==> src/sv/assert_macros.svh <==
// Assertion macros for the RTL of the cluster chain walker.
`ifndef ASSERT_MACROS_SVH
`define ASSERT_MACROS_SVH

`ifndef ASSERT_OFF
// Implication checked on every rising clock edge outside reset.
`define ASSERT_CLK(lbl, prop, msg) \
  lbl: assert property (@(posedge clk_i) disable iff (!rst_ni) prop) else $error(msg);
// Implication checked on every rising clock edge, reset included.
`define ASSERT_ALWAYS(lbl, prop, msg) \
  lbl: assert property (@(posedge clk_i) prop) else $error(msg);
`else
`define ASSERT_CLK(lbl, prop, msg)
`define ASSERT_ALWAYS(lbl, prop, msg)
`endif

`endif

==> src/sv/fat12ccw_pkg.sv <==
// Types and constants of the FAT12 cluster chain walker.
package fat12ccw_pkg;

  // Allocation table size in bytes and derived address widths.
  localparam int unsigned TABLE_BYTES = 8192;
  localparam int unsigned TBL_AW      = $clog2(TABLE_BYTES);
  localparam int unsigned OFF_W       = TBL_AW + 1;

  // Field widths.
  localparam int unsigned CLUS_W = 12;
  localparam int unsigned LBA_W  = 32;
  localparam int unsigned SPC_W  = 8;
  localparam int unsigned CNT_W  = $clog2(SPC_W);

  // Entries at or above this value end a chain.
  localparam logic [CLUS_W-1:0] END_MARK = 12'hFF8;

  // Item selector codes.
  typedef enum logic [1:0] {
    FUNC_WRITE   = 2'd0,
    FUNC_START   = 2'd1,
    FUNC_ADVANCE = 2'd2
  } func_e;

  // Configuration register indexes.
  typedef enum logic {
    REG_LBA = 1'b0,
    REG_SPC = 1'b1
  } reg_e;

  // Sequencer states.
  typedef enum logic [1:0] {
    ST_IDLE   = 2'd0,
    ST_WALK   = 2'd1,
    ST_FINISH = 2'd2
  } state_e;

  // Kind of result produced for the current item.
  typedef enum logic [1:0] {
    RES_ZERO    = 2'd0,
    RES_NOCHAIN = 2'd1,
    RES_WALK    = 2'd2
  } res_kind_e;

  typedef struct packed {
    func_e              func;
    logic [TBL_AW-1:0]  table_addr;
    logic [7:0]         table_byte;
    logic [CLUS_W-1:0]  start_cluster;
  } in_item_t;

  typedef struct packed {
    logic [LBA_W-1:0]   sector_lba;
    logic [CLUS_W-1:0]  cur_cluster;
    logic [CLUS_W-1:0]  next_cluster;
    logic               last;
    logic               no_chain;
  } out_item_t;

  // Control into and status out of the sector address unit.
  typedef struct packed {
    logic start;
  } mul_ctl_t;

  typedef struct packed {
    logic busy;
    logic done;
  } mul_sts_t;

endpackage

==> src/sv/fat12ccw_sec_unit.sv <==
// Shift-and-add unit that forms a cluster's first sector one multiplier bit at a time.
module fat12ccw_sec_unit (
  input  logic                                 clk_i,
  input  logic                                 rst_ni,
  input  fat12ccw_pkg::mul_ctl_t               ctl_i,
  input  logic [fat12ccw_pkg::CLUS_W-1:0]      clus_i,
  input  logic [fat12ccw_pkg::LBA_W-1:0]       lba_i,
  input  logic [fat12ccw_pkg::SPC_W-1:0]       spc_i,
  output fat12ccw_pkg::mul_sts_t               sts_o,
  output logic [fat12ccw_pkg::LBA_W-1:0]       sector_o
);

  logic                              busy_q, busy_d;
  logic                              done_q, done_d;
  logic [fat12ccw_pkg::CNT_W-1:0]    cnt_q, cnt_d;
  logic [fat12ccw_pkg::LBA_W-1:0]    acc_q, acc_d;
  logic [fat12ccw_pkg::LBA_W-1:0]    mcand_q, mcand_d;
  logic [fat12ccw_pkg::SPC_W-1:0]    mplier_q, mplier_d;
  logic [fat12ccw_pkg::LBA_W-1:0]    addend;

  // One multiplier bit per cycle through the accumulator adder.
  always_comb begin
    busy_d   = busy_q;
    done_d   = 1'b0;
    cnt_d    = cnt_q;
    acc_d    = acc_q;
    mcand_d  = mcand_q;
    mplier_d = mplier_q;
    addend   = mplier_q[0] ? mcand_q : '0;
    if (ctl_i.start) begin
      busy_d   = 1'b1;
      cnt_d    = '0;
      acc_d    = lba_i;
      mcand_d  = fat12ccw_pkg::LBA_W'(clus_i) - fat12ccw_pkg::LBA_W'(2);
      mplier_d = spc_i;
    end else if (busy_q) begin
      acc_d    = acc_q + addend;
      mcand_d  = {mcand_q[fat12ccw_pkg::LBA_W-2:0], 1'b0};
      mplier_d = {1'b0, mplier_q[fat12ccw_pkg::SPC_W-1:1]};
      cnt_d    = cnt_q + 1'b1;
      if (cnt_q == fat12ccw_pkg::CNT_W'(fat12ccw_pkg::SPC_W - 1)) begin
        busy_d = 1'b0;
        done_d = 1'b1;
      end
    end
  end

  // Control state.
  always_ff @(posedge clk_i or negedge rst_ni) begin
    if (!rst_ni) begin
      busy_q <= 1'b0;
      done_q <= 1'b0;
      cnt_q  <= '0;
    end else begin
      busy_q <= busy_d;
      done_q <= done_d;
      cnt_q  <= cnt_d;
    end
  end

  // Datapath registers.
  always_ff @(posedge clk_i) begin
    acc_q    <= acc_d;
    mcand_q  <= mcand_d;
    mplier_q <= mplier_d;
  end

  assign sts_o.busy = busy_q;
  assign sts_o.done = done_q;
  assign sector_o   = acc_q;

endmodule

==> config.mk <==
export PLATFORM = sky130hd
export DESIGN_NAME = fat12ccw_sec_unit
export DESIGN_NICKNAME = d
export VERILOG_FILES = /design/src/sv/assert_macros.svh /design/src/sv/fat12ccw_pkg.sv /design/src/sv/fat12ccw_sec_unit.sv
export SDC_FILE = /design/constraint.sdc
export NUM_CORES = 1
export LEC_CHECK = 0
export BUFFER_PORTS_ARGS = -buffer_cell sky130_fd_sc_hd__buf_2
export CORE_ASPECT_RATIO = 0.7
export CORE_MARGIN = 3
export CORE_UTILIZATION = 50
export CTS_BUF_LIST = sky130_fd_sc_hd__clkbuf_2 sky130_fd_sc_hd__clkbuf_4 sky130_fd_sc_hd__clkbuf_8
export DETAILED_ROUTE_END_ITERATION = 10
export HOLD_SLACK_MARGIN = 0.15
export PLACE_DENSITY = 0.72
export SETUP_SLACK_MARGIN = 0.5
export SLEW_MARGIN = 10
export SYNTH_ARGS = -nofsm -noshare
export SYNTH_HDL_FRONTEND = slang
export SYNTH_SLANG_ARGS = --single-unit
==> constraint.sdc <==
create_clock -name clk_i -period 4.2 [get_ports clk_i]
set_input_delay 0.42 -clock clk_i [delete_from_list [all_inputs] [get_ports clk_i]]
set_output_delay 0.42 -clock clk_i [all_outputs]
set_load 0.02 [all_outputs]
==> results.json <==
{
  "ios": 89,
  "status": "finished clean",
  "clkLatencyLatePin_ns": 0.38,
  "seq_area_frac_synth_pct": 43.3,
  "cp_data_required_time_ns": 4.38,
  "num-nets-final": 698,
  "crit_path_start_kind": "flop",
  "cpLargestDelayFamily": "compound AO/OA/AOI/OAI gates",
  "min_period_ns": 3.48,
  "maxSlewViolCount": 0,
  "antenna_found_initial": 0,
  "wl_per_cell_um": 16.7,
  "drtAntennaViolNets": 0,
  "chipHeight_um": 92.0,
  "cts_hold_buf": 1,
  "vias_per_cell": 5.78,
  "fmax_mhz": 287,
  "finClkSkew_ns": 0.0116,
  "gp_congestion": 0.971,
  "grt_max_degree": 73,
  "crit_buf_inv": 0,
  "cts_resized": 0,
  "start_util_pct": 53.0,
  "synth_nets": 622,
  "antenna_cells": 0,
  "netlist_instances": 532,
  "ctsHtreeMaxLevel": 3,
  "ys.flop_type": "edfxtp_1",
  "seqPwrFrac_pct": 41.7,
  "final_cells": 741,
  "critPathMaxFanout": 24,
  "cts_sinks": 77,
  "crit_type": "reg -> reg",
  "post-cts-setup-buffers": 0,
  "first_iter_violations": 266,
  "core_area_um2": 9980,
  "root_buffer": "clkbuf_8",
  "comb_power_share_pct": 34.1,
  "ys_types": 63,
  "setup_tns_ns": 0,
  "p_int_mw": 1.58,
  "post-route-period-util_pct": 82.8,
  "synth_edf_count": 72,
  "syn_to_final_growth_pct": 13.9,
  "drc": 0,
  "hold_violations": 0,
  "min_path_type": "in -> reg",
  "rsz0062_at_grt": "false",
  "grt_pass1_wl_um": 20300,
  "wl_um": 12400,
  "ys_seq_elements": 77,
  "std_cell_rows": 30,
  "worstPathCellList": "and2_1 -> ha_1 -> fa_1 -> a21o_1 -> a221o_1 -> and4_4 -> o211a_4 -> o21ai_2 -> a211oi_1 -> a311oi_1",
  "syn_area_um2": 5290,
  "slew-limit-headroom_pct": 34.9,
  "static-leakage-power_nw": 2.66,
  "clkTransAtPathRegs_ns": 0.09,
  "dieArea_um2": 11900,
  "cp_data_arrival_time_ns": 3.66,
  "cts_tree": "built",
  "grt_pass1_vias": 4192,
  "ys_warn_count": 0,
  "setup_viol": 0,
  "chipWidth_um": 129,
  "maxCapViolCount": 0,
  "cp_slowest_cell": "edfxtp_1",
  "cp-end-kind": "flop",
  "netSwitchingPower_uw": 888,
  "portBuffers": 88,
  "power.density_nw_per_um2": 410,
  "place_inst": 724,
  "syn_avg_cell_area_um2": 9.94,
  "vias": 4285,
  "dp.final_hpwl_um": 8910,
  "drive_above_1_share_pct": 22.3,
  "grt_overflow": 0,
  "grtUsageTotal_pct": 21.1,
  "clkPwrFrac_pct": 24.2,
  "firstDrtPassIters": 5,
  "max_stage_delay_ns": 0.71,
  "clockBufferDepth": 2,
  "synth-async-reset-ratio_pct": 6.49,
  "worst_pin_slew_ns": 0.977,
  "swShare_pct": 36.0,
  "numCtsBuffers": 9,
  "fin_util_pct": 60.3,
  "ir_drop_mv": 0.227
}
-- cells in the final DEF, fill, tap and decap left out, drive strengths merged, types with 3 or more instances in the layout --
cell type	netlist	layout
buf	2	90
edfxtp	72	72
o21ai	50	50
nor2	40	40
nand2	40	40
and2	38	38
ha	34	34
inv	28	32
a21oi	30	30
a21o	18	18
xnor2	16	16
nand3	14	14
xor2	13	13
mux2	9	9
clkbuf	24	9
and3	7	7
nor3	7	7
o211ai	7	7
a31oi	6	6
a311oi	5	5
dfrtp	5	5
a211oi	5	5
o21a	4	4
or4	4	4
nor3b	4	4
a211o	4	4
or2	4	4
nor2b	3	3
nand4	3	3
nand3b	3	3
a2111oi	3	3
-- cells in the mapped netlist, drive strengths merged, types with 2 or more instances --
| cell type | count | area share [%] |
|---|---|---|
| a2111oi | 3 | 0.97 |
| a211o | 4 | 0.66 |
| a211oi | 5 | 0.80 |
| a21o | 18 | 2.6 |
| a21oi | 30 | 2.9 |
| a221o | 2 | 0.38 |
| a221oi | 2 | 0.33 |
| a311oi | 5 | 0.83 |
| a31oi | 6 | 0.99 |
| and2 | 38 | 4.5 |
| and3 | 7 | 0.83 |
| and4 | 2 | 0.38 |
| buf | 2 | 0.28 |
| clkbuf | 24 | 1.7 |
| dfrtp | 5 | 2.4 |
| edfxtp | 72 | 41 |
| ha | 34 | 8.0 |
| inv | 28 | 2.0 |
| mux2 | 9 | 1.9 |
| mux2i | 2 | 0.38 |
| nand2 | 40 | 2.8 |
| nand3 | 14 | 1.3 |
| nand3b | 3 | 0.43 |
| nand4 | 3 | 0.35 |
| nor2 | 40 | 2.8 |
| nor2b | 3 | 0.35 |
| nor3 | 7 | 0.66 |
| nor3b | 4 | 0.57 |
| o211ai | 7 | 1.3 |
| o21a | 4 | 0.57 |
| o21ai | 50 | 4.8 |
| o21bai | 2 | 0.28 |
| o2bb2ai | 2 | 0.33 |
| o311a | 2 | 0.59 |
| o41ai | 2 | 0.47 |
| or2 | 4 | 0.47 |
| or3 | 2 | 0.24 |
| or4 | 4 | 0.57 |
| xnor2 | 16 | 2.7 |
| xor2 | 13 | 2.2 |
-- layout make-up --
cell class | count | area [um^2]
clock inverters | 7 | 80.1
flip-flops and latches | 77 | 2290
inverters | 28 | 105
clock buffers | 9 | 124
fillers | 886 | 3960
repair buffers | 91 | 468
well taps | 128 | 160
multi-input cells | 401 | 2800
-- per-layer routing --
layer / vias to the layer above / routed length, um / track usage, %
li1: 2107 / - / -
met1: 2022 / 6120 / 30.8
met2: 135 / 5250 / 30.9
met3: 21 / 759 / 4.83
met4: 0 / 219 / 6.91
met5: - / 0 / 0
-- state kept, by name, indices dropped and copies added (netlist names) --
signal    flops
mcand_q      32
sector_o     32
mplier_q      8
cnt_q         3
busy_q        1
done_q        1
-- metrics by stage --
| stage | worst slack (ns) | area, um^2 | power (mW) | hold slack (ns) |
|---|---|---|---|---|
| CTS | 0.772 | 6020 | 2.47 | 0.306 |
| global placement | 0.914 | 5810 | 1.85 | 0.235 |
| floorplan | 1.21 | 5290 | 1.64 | 0.124 |
| finish | 0.721 | 6020 | 2.47 | 0.318 |
| global route | 0.568 | 6020 | 2.61 | 0.328 |
| detailed placement | 0.839 | 5810 | 1.88 | 0.241 |
-- tightest hold or removal path, delay by kind of cell --
family	cells	cell delay (ns)
buf+inv	1	0.07
simple gates	1	0.04
compound gates	1	0.06
-- power groups by stage --
stage	combinational (mW)	clock (mW)	sequential (mW)
after floorplan	0.524	0	1.12
final	0.842	0.598	1.03
after CTS	0.838	0.607	1.03
after global routing	0.932	0.635	1.04
after detailed placement	0.833	0	1.05
after global placement	0.813	0	1.04
-- cell families after synthesis --
kind of cell | count (synthesis) | share of synthesized area, %
compound gates | 151 | 20.3
xor+xnor | 29 | 4.80
fa+ha+maj | 35 | 8.42
buf+inv | 54 | 3.98
flops | 77 | 43.3
mux | 11 | 2.30
simple gates | 175 | 17.0
-- worst paths after layout --
kind,from,to,slack [ns],cells past startpoint
setup / recovery,mplier_q[0]$_DFFE_PP_,sector_o[22]$_DFFE_PP_,0.72,10
hold / removal,lba_i[6],sector_o[6]$_DFFE_PP_,0.32,3
setup reg to reg,mplier_q[0]$_DFFE_PP_,sector_o[22]$_DFFE_PP_,0.72,10
hold reg to reg,cnt_q[1]$_DFFE_PN0P_,cnt_q[1]$_DFFE_PN0P_,0.55,2
max in group asynchronous,rst_ni,busy_q$_DFF_PN0_,3.68,2
min in group asynchronous,rst_ni,cnt_q[2]$_DFFE_PN0P_,0.38,2
No activity file was read; power rests on OpenSTA's default activity.
